**config.mk**
```make
export PLATFORM = sky130hd
export DESIGN_NAME = elps_cmd_fifo
export DESIGN_NICKNAME = d
export VERILOG_FILES = /design/src/rtl/core/elps_pkg.sv /design/src/rtl/core/elps_cmd_fifo.sv
export SDC_FILE = /design/constraint.sdc
export NUM_CORES = 1
export LEC_CHECK = 0
export BUFFER_PORTS_ARGS = -buffer_cell sky130_fd_sc_hd__buf_4
export CORE_MARGIN = 3
export CORE_UTILIZATION = 56
export CTS_BUF_LIST = sky130_fd_sc_hd__clkbuf_16
export DETAILED_ROUTE_END_ITERATION = 8
export HOLD_SLACK_MARGIN = 0.1
export PLACE_DENSITY = 0.9
export SYNTH_ARGS = -nofsm -noshare
export SYNTH_HDL_FRONTEND = slang
export SYNTH_SLANG_ARGS = --single-unit
```
**constraint.sdc**
```tcl
create_clock -name clk -period 8.6 [get_ports clk]
set_clock_uncertainty 0.2 [all_clocks]
set_input_delay 1.72 -clock clk [delete_from_list [all_inputs] [get_ports clk]]
set_output_delay 1.72 -clock clk [all_outputs]
set_load 0.02 [all_outputs]
```
**src/rtl/core/elps_pkg.sv**
```systemverilog
// Shared types, constants and helper functions for the EOL-pair line splitter.
package elps_pkg;

    // Field widths
    localparam int CHAR_W      = 8;
    localparam int LEN_W       = 12;
    localparam int LENGTH_BITS = 12;
    localparam int LEN_MAX     = (1 << LENGTH_BITS) - 1;

    // Results one input byte can produce
    localparam int MAX_RES = 4;
    localparam int RES_IW  = $clog2(MAX_RES);
    localparam int RES_NW  = $clog2(MAX_RES + 1);

    // Command queue; depth must be a power of two so pointers wrap
    localparam int FIFO_DEPTH = 2;
    localparam int FIFO_AW    = $clog2(FIFO_DEPTH);
    localparam int FIFO_CW    = $clog2(FIFO_DEPTH + 1);

    // End-of-line characters
    localparam logic [CHAR_W-1:0] CH_CR = 8'd13;
    localparam logic [CHAR_W-1:0] CH_LF = 8'd10;

    localparam logic [LEN_W-1:0] MAX_LINE_LEN_RST = 12'd255;

    typedef enum logic [1:0] {
        KIND_CONTENT = 2'd0,
        KIND_LINE    = 2'd1,
        KIND_EMPTY   = 2'd2,
        KIND_PART    = 2'd3
    } kind_t;

    // One result beat
    typedef struct packed {
        logic [1:0]        kind;
        logic [CHAR_W-1:0] ch;
        logic [LEN_W-1:0]  len;
    } res_t;

    // All results caused by one input byte; cnt_m1 is count minus one
    typedef struct packed {
        logic [RES_IW-1:0]      cnt_m1;
        res_t [MAX_RES-1:0]     res;
    } cmd_t;

    // Limit of 0 acts as 1; limits beyond the counter saturate
    function automatic logic [LENGTH_BITS-1:0] eff_limit(input logic [LEN_W-1:0] cfg);
        logic [16:0] m;
        m = 17'(cfg);
        if (m == 17'd0)
            m = 17'd1;
        if (m > 17'(LEN_MAX))
            m = 17'(LEN_MAX);
        return m[LENGTH_BITS-1:0];
    endfunction

    // Counter value to the line_len field width
    function automatic logic [LEN_W-1:0] to_len(input logic [LENGTH_BITS-1:0] c);
        logic [31:0] w;
        w = 32'(c);
        return w[LEN_W-1:0];
    endfunction

endpackage

```
**src/rtl/core/elps_cmd_fifo.sv**
```systemverilog
// Short command queue between front and back ends.
module elps_cmd_fifo import elps_pkg::*;
(
    input  logic clk,
    input  logic rst_n,
    input  logic push,
    input  cmd_t push_data,
    input  logic pop,
    output cmd_t pop_data,
    output logic full,
    output logic empty
);

    cmd_t               mem [FIFO_DEPTH];
    logic [FIFO_AW-1:0] wr_ptr_reg;
    logic [FIFO_AW-1:0] rd_ptr_reg;
    logic [FIFO_CW-1:0] count_reg;

    assign full     = (count_reg == FIFO_CW'(FIFO_DEPTH));
    assign empty    = (count_reg == '0);
    assign pop_data = mem[rd_ptr_reg];

    // Storage
    always_ff @(posedge clk)
    begin
        if (push)
            mem[wr_ptr_reg] <= push_data;
    end

    // Pointers and fill count
    always_ff @(posedge clk or negedge rst_n)
    begin
        if (!rst_n)
        begin
            wr_ptr_reg <= '0;
            rd_ptr_reg <= '0;
            count_reg  <= '0;
        end
        else
        begin
            if (push)
                wr_ptr_reg <= wr_ptr_reg + 1'b1;
            if (pop)
                rd_ptr_reg <= rd_ptr_reg + 1'b1;
            if (push && !pop)
                count_reg <= count_reg + 1'b1;
            else if (pop && !push)
                count_reg <= count_reg - 1'b1;
        end
    end

`ifndef ASSERT_OFF
    a_no_overflow: assert property (@(posedge clk) disable iff (!rst_n)
        !(push && full))
        else $error("push into full queue");

    a_no_underflow: assert property (@(posedge clk) disable iff (!rst_n)
        !(pop && empty))
        else $error("pop from empty queue");
`endif

endmodule

```
==> results.toml, run 1 <==
[final_layout]
largest_reg_flops = 180
fillCellCount = 672
final_cells = 648
fin_nets = 587
drive_gt1_frac = 0.612
register_area_mm2 = 0.00551
multi_input_area_mm2 = 0.00111
utilization = 0.754
antennaDiodeCount = 0
design_area_mm2 = 0.00876
syn2layout_area_growth_pct = 29.9

[routing]
drt-total-wl_um = 11900
drtIter0Drc = 204
viasPerCell = 5.16
postRouteAntennaNets = 0
wire_per_inst_um = 18.4
drc_errors = 0
via_count = 3344
drtPass1Iterations = 4

[floorplan]
die_y_um = 116
die-area_mm2 = 0.0134
ios = 186
core-area_mm2 = 0.0116
fp.dieW_um = 116
rows = 39
initial_core_util = 0.580

[pwr]
finalPower_mw = 2.96
ir_drop_mv = 0.373
p_int_mw = 2.05
clockPowerShare = 0.241
switchingPower_mw = 0.917
p_sw_frac = 0.310
powerDensity_mw_per_mm2 = 338
p_leak_nw = 3.31
seq_power_share = 0.444
p_comb_frac = 0.315

[sta]
finalSetupTns_ns = 0
finalHoldViolCount = 0
fmax_mhz = 237
tightest_slew_ns = 1.21
hold_slack_ns = 0.304
slew_headroom = 0.191
rsz0062_at_grt = "false"
finalSetupViolations = 0
period_share = 0.490
finalCriticalPeriod_ns = 4.22
layout_setup_ws_ns = 4.38
final-max-slew-violation-count = 0

[place]
io_buffer_count = 185
dpl_cell_area_mm2 = 0.00820
gp_congestion = 0.758
place_ws_ns = 4.49
post-dp-hpwl_um = 7860
post-place-cells = 616

[clock_network]
clk_pin_slew_ns = 0.06
htree_num_levels = 4
post_cts_buffers = 0
cts_root_buf = "clkbuf_16"
clk_latency_ns = 0.42
cts_tree = "built"
cts_buffers = 17
cts_resized = 0
clockBufferDepth = 2
hold_buffers = 0
cts.sinks = 184

[status]
status = "complete, no violations"

[synth]
synth.distinct_cells = 12
synthCells = 296
synth-seq-cells = 184
synth.area.top_cells = "edfxtp_1 (80%), mux2_2 (15%), clkbuf_8 (1.8%), dfrtp_1 (1.5%), xor2_1 (0.52%)"
syn_nets = 391
synth.top_cell.area_share = 0.802
syn-cell-area_mm2 = 0.00674
yosys.area.top_type = "edfxtp_1"
seq_area_frac_synth = 0.817
yosysWarningCount = 0
syn_avg_cell_area_um2 = 22.8

[hold_path]
min_path_type = "register to register"
hp-start = "count_reg[1]$_DFFE_PN0P_"

[worst_setup_path]
crit_required_ns = 6.68
crit_type = "register to output pin"
cp.arrival_ns = 2.30
critical_path_peak_fanout = 91
startpoint = "rd_ptr_reg$_DFFE_PN0P_"
critPathCaptureType = "output pin"
r2r_slack_ns = 5.96
r2r-start = "wr_ptr_reg$_DFFE_PN0P_"
start_kind = "register"

[global_route]
grt_pass1_wl_um = 17700
first_global_vias = 3529
grt_max_degree = 92
grtUsageTotal = 0.180
antenna_found_initial = 0
grt_overflow_total = 0

[flow_run]
max_cap_violations = 0
==> logic make-up (layout without fill, tap and decap cells) <==
logic type,Yosys count,count (layout),synth area share
flip-flops,184,184,0.817
buffers and inverters,11,220,0.0206
XOR/XNOR,5,5,0.00650
adder cells (fa/ha/maj),1,1,0.00186
AND/OR/NAND/NOR,5,5,0.00390
multiplexers,90,90,0.150
==> worst max-delay path: stages (launching register included) <==
cell     delay, ns
dfrtp_4       1.23
mux2_2        0.44
buf_4         0.16
==> final timing paths <==
check / endpoint / depth (start not counted)
worst max-delay path: pop_data[53] / 2
worst min-delay path: count_reg[1]$_DFFE_PN0P_ / 1
worst max register to register: mem[0][33]$_DFFE_PP_ / 2
worst min register to register: count_reg[1]$_DFFE_PN0P_ / 1
max in group asynchronous: rd_ptr_reg$_DFFE_PN0P_ / 1
min in group asynchronous: count_reg[0]$_DFFE_PN0P_ / 1
==> power groups by stage <==
stage | clock network [mW] | logic, mW | registers (mW)
2_1_floorplan | 0 | 0.673 | 1.26
3_3_place_gp | 0 | 0.928 | 1.32
3_5_place_dp | 0 | 0.939 | 1.34
4_1_cts | 0.728 | 0.944 | 1.32
5_1_grt | 0.768 | 0.985 | 1.34
6_report | 0.715 | 0.932 | 1.32
==> Yosys cell counts, drive strengths merged <==
master	n
and2	1
buf	1
clkbuf	9
dfrtp	4
edfxtp	180
ha	1
inv	1
mux2	90
nor2	2
nor2b	2
xnor2	1
xor2	4
==> per-layer routing <==
layer | global-route usage | vias up | part of all wire
met3 | 0.0637 | 19 | 0.080
met1 | 0.219 | 1626 | 0.40
met2 | 0.295 | 136 | 0.50
met4 | 0.0804 | 0 | 0.019
met5 | 0 | - | 0
li1 | - | 1563 | -
==> placed cells by master (no fill, tap or decap) <==
cell / synthesis / final
xor2_1: 4 / 4
clkinv_4: 0 / 4
bufinv_16: 0 / 1
dfrtp_4: 0 / 1
ha_1: 1 / 1
clkinv_1: 0 / 2
xnor2_1: 1 / 1
clkinvlp_4: 0 / 3
edfxtp_1: 180 / 180
buf_4: 0 / 187
inv_1: 1 / 2
dfrtp_1: 4 / 3
nor2b_4: 0 / 1
clkbuf_16: 0 / 17
and2_4: 0 / 1
clkinv_2: 0 / 1
nor2_1: 2 / 2
inv_6: 0 / 3
nor2b_1: 2 / 1
mux2_2: 90 / 90
==> cell type report <==
cell class,count,share of cell area
Tap cell,143,0.0204
Clock buffer,17,0.0486
Sequential cell,184,0.629
Inverter,1,0.000429
Clock inverter,15,0.0149
Multi-Input combinational cell,101,0.126
Timing Repair Buffer,187,0.160
(Power assumes the default switching activity.)
==> run 2: changes to the inputs <==
--- a/config.mk
+++ b/config.mk
@@ -7,11 +7,11 @@
 export LEC_CHECK = 0
 export BUFFER_PORTS_ARGS = -buffer_cell sky130_fd_sc_hd__buf_4
 export CORE_MARGIN = 3
-export CORE_UTILIZATION = 56
+export CORE_UTILIZATION = 52
 export CTS_BUF_LIST = sky130_fd_sc_hd__clkbuf_16
 export DETAILED_ROUTE_END_ITERATION = 8
 export HOLD_SLACK_MARGIN = 0.1
-export PLACE_DENSITY = 0.9
+export PLACE_DENSITY = 0.84
 export SYNTH_ARGS = -nofsm -noshare
 export SYNTH_HDL_FRONTEND = slang
 export SYNTH_SLANG_ARGS = --single-unit
==> constraint.sdc (replaced) <==
create_clock -name clk -period 4.2 [get_ports clk]
set_clock_uncertainty 0.2 [all_clocks]
set_input_delay 0.84 -clock clk [delete_from_list [all_inputs] [get_ports clk]]
set_output_delay 0.84 -clock clk [all_outputs]
set_load 0.02 [all_outputs]
==> results.toml, run 2 (same netlist as run 1, synthesis figures left out) <==
[worst_setup_path]
critical_path_peak_fanout = 55
crit_required_ns = 3.16
start_kind = "register"
cp.arrival_ns = 2.30
critPathCaptureType = "output pin"
crit_type = "register to output pin"

[final_layout]
utilization = 0.715
syn2layout_area_growth_pct = 31.2
antennaDiodeCount = 0
final_common_cell = "buf_4"
fillCellCount = 778
drive_gt1_frac = 0.604
multi_input_area_mm2 = 0.00111
final_cell_mix = "buf_4 (191), edfxtp_1 (180), mux2_2 (90)"
largest_reg_flops = 180
register_area_mm2 = 0.00551
fin_nets = 592

[sta]
fmax_mhz = 300
slew_headroom = 0.394
tightest_slew_ns = 0.909
finalHoldViolCount = 0
finalCriticalPeriod_ns = 3.34
final-max-slew-violation-count = 0
finalSetupViolations = 0
rsz0062_at_grt = "false"
layout_setup_ws_ns = 0.863
finalSetupTns_ns = 0
period_share = 0.795
hold_slack_ns = 0.330

[routing]
wire_per_inst_um = 18.2
postRouteAntennaNets = 0
via_count = 3414
drt-total-wl_um = 12400
drc_errors = 0
viasPerCell = 5.04
drtPass1Iterations = 4
drtIter0Drc = 226

[global_route]
grt_overflow_total = 0
antenna_found_initial = 0
grt_pass1_wl_um = 19600
first_global_vias = 3831
grt_max_degree = 68
grtUsageTotal = 0.181

[clock_network]
clockBufferDepth = 2
cts.sinks = 184
clk_latency_ns = 0.41
cts_resized = 0
cts_tree = "built"
htree_num_levels = 4
cts_buffers = 17
clk_pin_slew_ns = 0.06
cts_root_buf = "clkbuf_16"

[floorplan]
initial_core_util = 0.545
rows = 40
ios = 186
core-area_mm2 = 0.0124
die_y_um = 120
fp.dieW_um = 120
die-area_mm2 = 0.0144

[place]
io_buffer_count = 185
gp_congestion = 0.747
post-dp-hpwl_um = 8250
place_ws_ns = 1.29

[pwr]
ir_drop_mv = 0.472
powerDensity_mw_per_mm2 = 695
finalPower_mw = 6.15
p_leak_nw = 3.35

[status]
status = "complete, no violations"

[flow_run]
max_cap_violations = 0

[hold_path]
min_path_type = "register to register"
## run 2: worst max-delay path, cell delays in order, from the launching register on
cell and delay (ns):
dfrtp_4 0.92, buf_4 0.41, mux2_2 0.38, buf_4 0.16
## run 2: through the flow
| step | area [um2] | cells |
|---|---|---|
| 2_1_floorplan | 6740 | 296 |
| 3_3_place_gp | 8260 | 645 |
| 3_5_place_dp | 8260 | 645 |
| 4_1_cts | 8840 | 678 |
| 5_1_grt | 8840 | 678 |
| 6_report | 8840 | 678 |
## run 2: layer usage
| metal | vias up | track usage | part of all wire |
|---|---|---|---|
| li1 | 1573 | - | - |
| met2 | 137 | 0.298 | 0.51 |
| met1 | 1673 | 0.215 | 0.39 |
| met3 | 31 | 0.0641 | 0.078 |
| met4 | 0 | 0.0859 | 0.026 |
| met5 | - | 0 | 0 |
## run 2: worst paths after layout
path / from / end / slack [ns] / cells past startpoint
setup / recovery: rd_ptr_reg$_DFFE_PN0P_ / pop_data[68] / 0.86 / 3
hold / removal: count_reg[1]$_DFFE_PN0P_ / count_reg[1]$_DFFE_PN0P_ / 0.33 / 1
setup reg to reg: wr_ptr_reg$_DFFE_PN0P_ / mem[1][67]$_DFFE_PP_ / 2.13 / 2
hold reg to reg: count_reg[1]$_DFFE_PN0P_ / count_reg[1]$_DFFE_PN0P_ / 0.33 / 1
max in group asynchronous: rst_n / rd_ptr_reg$_DFFE_PN0P_ / 3.12 / 2
min in group asynchronous: rst_n / wr_ptr_reg$_DFFE_PN0P_ / 0.57 / 2
## run 2: where the power goes
group	leakage [nW]	internal, mW	switching, mW
combinational	1.33	0.943	1.05
clock	0.284	0.914	0.601
sequential	1.74	2.44	0.195
## run 2: layout make-up
type,count,share of cell area
repair buffers,192,0.163
clock inverters,15,0.0161
clock buffers,17,0.0481
well taps,168,0.0238
flip-flops and latches,184,0.623
multi-input cells,101,0.125
inverters,1,0.000425
## run 2: what timing repair did
action                    4_1_cts  5_1_grt
hold buffers                    1        0
hold endpoints to repair        4        0
setup buffers                   0        0
==> run 3: changes to the inputs <==
--- a/config.mk
+++ b/config.mk
@@ -7,11 +7,11 @@
 export LEC_CHECK = 0
 export BUFFER_PORTS_ARGS = -buffer_cell sky130_fd_sc_hd__buf_4
 export CORE_MARGIN = 3
-export CORE_UTILIZATION = 52
+export CORE_UTILIZATION = 47
 export CTS_BUF_LIST = sky130_fd_sc_hd__clkbuf_16
 export DETAILED_ROUTE_END_ITERATION = 8
 export HOLD_SLACK_MARGIN = 0.1
-export PLACE_DENSITY = 0.84
+export PLACE_DENSITY = 0.81
 export SYNTH_ARGS = -nofsm -noshare
 export SYNTH_HDL_FRONTEND = slang
 export SYNTH_SLANG_ARGS = --single-unit
==> constraint.sdc (replaced) <==
create_clock -name clk -period 3 [get_ports clk]
set_clock_uncertainty 0.2 [all_clocks]
set_input_delay 0.6 -clock clk [delete_from_list [all_inputs] [get_ports clk]]
set_output_delay 0.6 -clock clk [all_outputs]
set_load 0.02 [all_outputs]
==> results.toml, run 3 (same netlist as run 1, synthesis figures left out) <==
[status]
status = "complete, no violations"

[sta]
fmax_mhz = 368
finalSetupViolations = 0
rsz0062_at_grt = "false"
final-max-slew-violation-count = 0
period_share = 0.906
finalHoldViolCount = 0
tightest_slew_ns = 0.700
finalCriticalPeriod_ns = 2.72
finalSetupTns_ns = 0
slew_headroom = 0.533

[global_route]
grt_overflow_total = 0
grt_pass1_wl_um = 18900
antenna_found_initial = 0
first_global_vias = 3718
grt_max_degree = 54
grtUsageTotal = 0.154

[place]
post-place-cells = 657
io_buffer_count = 185
post-dp-hpwl_um = 7940
gp_congestion = 0.704

[floorplan]
core-area_mm2 = 0.0139
ios = 186
die-area_mm2 = 0.0158
fp.dieW_um = 126
initial_core_util = 0.484
die_y_um = 126
rows = 43

[final_layout]
fillCellCount = 992
final_common_cell = "buf_4"
final_cell_mix = "buf_4 (189), edfxtp_1 (180), mux2_2 (90)"
final_cells = 690
drive_gt1_frac = 0.604
fin_nets = 592
antennaDiodeCount = 0
largest_reg_flops = 180
utilization = 0.638
syn2layout_area_growth_pct = 31.8

[worst_setup_path]
cp_slowest_stage_delay_ns = 0.48
crit_required_ns = 2.20
cp.arrival_ns = 1.92
r2r-start = "wr_ptr_reg$_DFFE_PN0P_"
startpoint = "rd_ptr_reg$_DFFE_PN0P_"
critPathCaptureType = "output pin"
crit_slowest_cell = "buf_4"
r2r_slack_ns = 1.28
start_kind = "register"
critical-path-top-delay-family = "buffers and inverters"
crit_end = "pop_data[45]"
critical_path_peak_fanout = 44
rr_endpoint = "mem[0][40]$_DFFE_PP_"
path_buf_inv = 2
crit_type = "register to output pin"
ff2ff_path_depth = 2
path_cells = "buf_4 > mux2_2 > buf_4"
cp_num_cells = 3
path_common_cell = "buf_4"

[pwr]
finalPower_mw = 8.62
ir_drop_mv = 0.607
p_leak_nw = 3.37
powerDensity_mw_per_mm2 = 971

[routing]
drc_errors = 0
viasPerCell = 4.88
via_count = 3367
wire_per_inst_um = 17.3
drt-total-wl_um = 12000
postRouteAntennaNets = 0
drtIter0Drc = 189
drtPass1Iterations = 4

[hold_path]
hp-start = "push_data[10]"
min_path_type = "input port to register"
min_path_cells = 1

[clock_network]
cts_root_buf = "clkbuf_16"
post_cts_buffers = 0
cts_resized = 0
clk_latency_ns = 0.40
cts_buffers = 17
htree_num_levels = 4
cts.sinks = 184
cts_tree = "built"
clockBufferDepth = 2
clk_pin_slew_ns = 0.06

[flow_run]
max_cap_violations = 0
==> run 3: cell count changes in the layout (fill, tap and decap cells not counted), sizes merged <==
cell    delta
clkinv     -3
inv        +3
==> run 3: area by class of cell <==
type,instances,area (um2),area share
well taps,180,225,0.0253
clock buffers,17,425,0.0479
multi-input cells,101,1110,0.124
inverters,1,3.75,0.000422
clock inverters,15,146,0.0165
flip-flops and latches,184,5510,0.620
repair buffers,192,1470,0.165
==> run 3: how the worst min path moves through the flow <==
stage | end | slack, ns
after floorplan | count_reg[0]$_DFFE_PN0P_ | 0.10
after global placement | count_reg[1]$_DFFE_PN0P_ | 0.20
after detailed placement | count_reg[0]$_DFFE_PN0P_ | 0.20
after CTS | mem[0][26]$_DFFE_PP_ | 0.15
after global routing | mem[0][66]$_DFFE_PP_ | 0.14
final | mem[1][10]$_DFFE_PP_ | 0.17
==> run 3: worst reg2reg max path, stage by stage (launching register included) <==
cell	delay, ns
dfrtp_1	0.43
nor2b_4	0.13
buf_4	0.57
==> run 3: timing repair <==
item | in CTS | in global routing
hold buffers | 1 | 0
endpoints found under the setup margin | 0 | 0
hold endpoints to repair | 4 | 0
==> run 3: metal layers <==
layer	share of wire	GRT usage	vias to the layer above	routed length, um
met5	0	0	-	0
met4	0.012	0.0530	0	138
met3	0.067	0.0581	14	803
met2	0.52	0.261	116	6240
met1	0.40	0.182	1664	4770
li1	-	-	1573	-
==> run 3: report_power, final <==
group,switching (mW),internal (mW),leakage (nW)
Clock,0.847,1.28,0.295
Sequential,0.123,3.42,1.74
Combinational,1.61,1.35,1.34
Total,2.58,6.05,3.37
==> run 3: metrics by stage <==
| step | hold WS (ns) | instance area (um2) | worst slack, ns |
|---|---|---|---|
| 2_1_floorplan | 0.104 | 6750 | 0.410 |
| 3_3_place_gp | 0.197 | 8300 | 0.724 |
| 3_5_place_dp | 0.199 | 8300 | 0.686 |
| 4_1_cts | 0.149 | 8880 | 0.238 |
| 5_1_grt | 0.142 | 8880 | 0.184 |
| 6_report | 0.173 | 8880 | 0.283 |
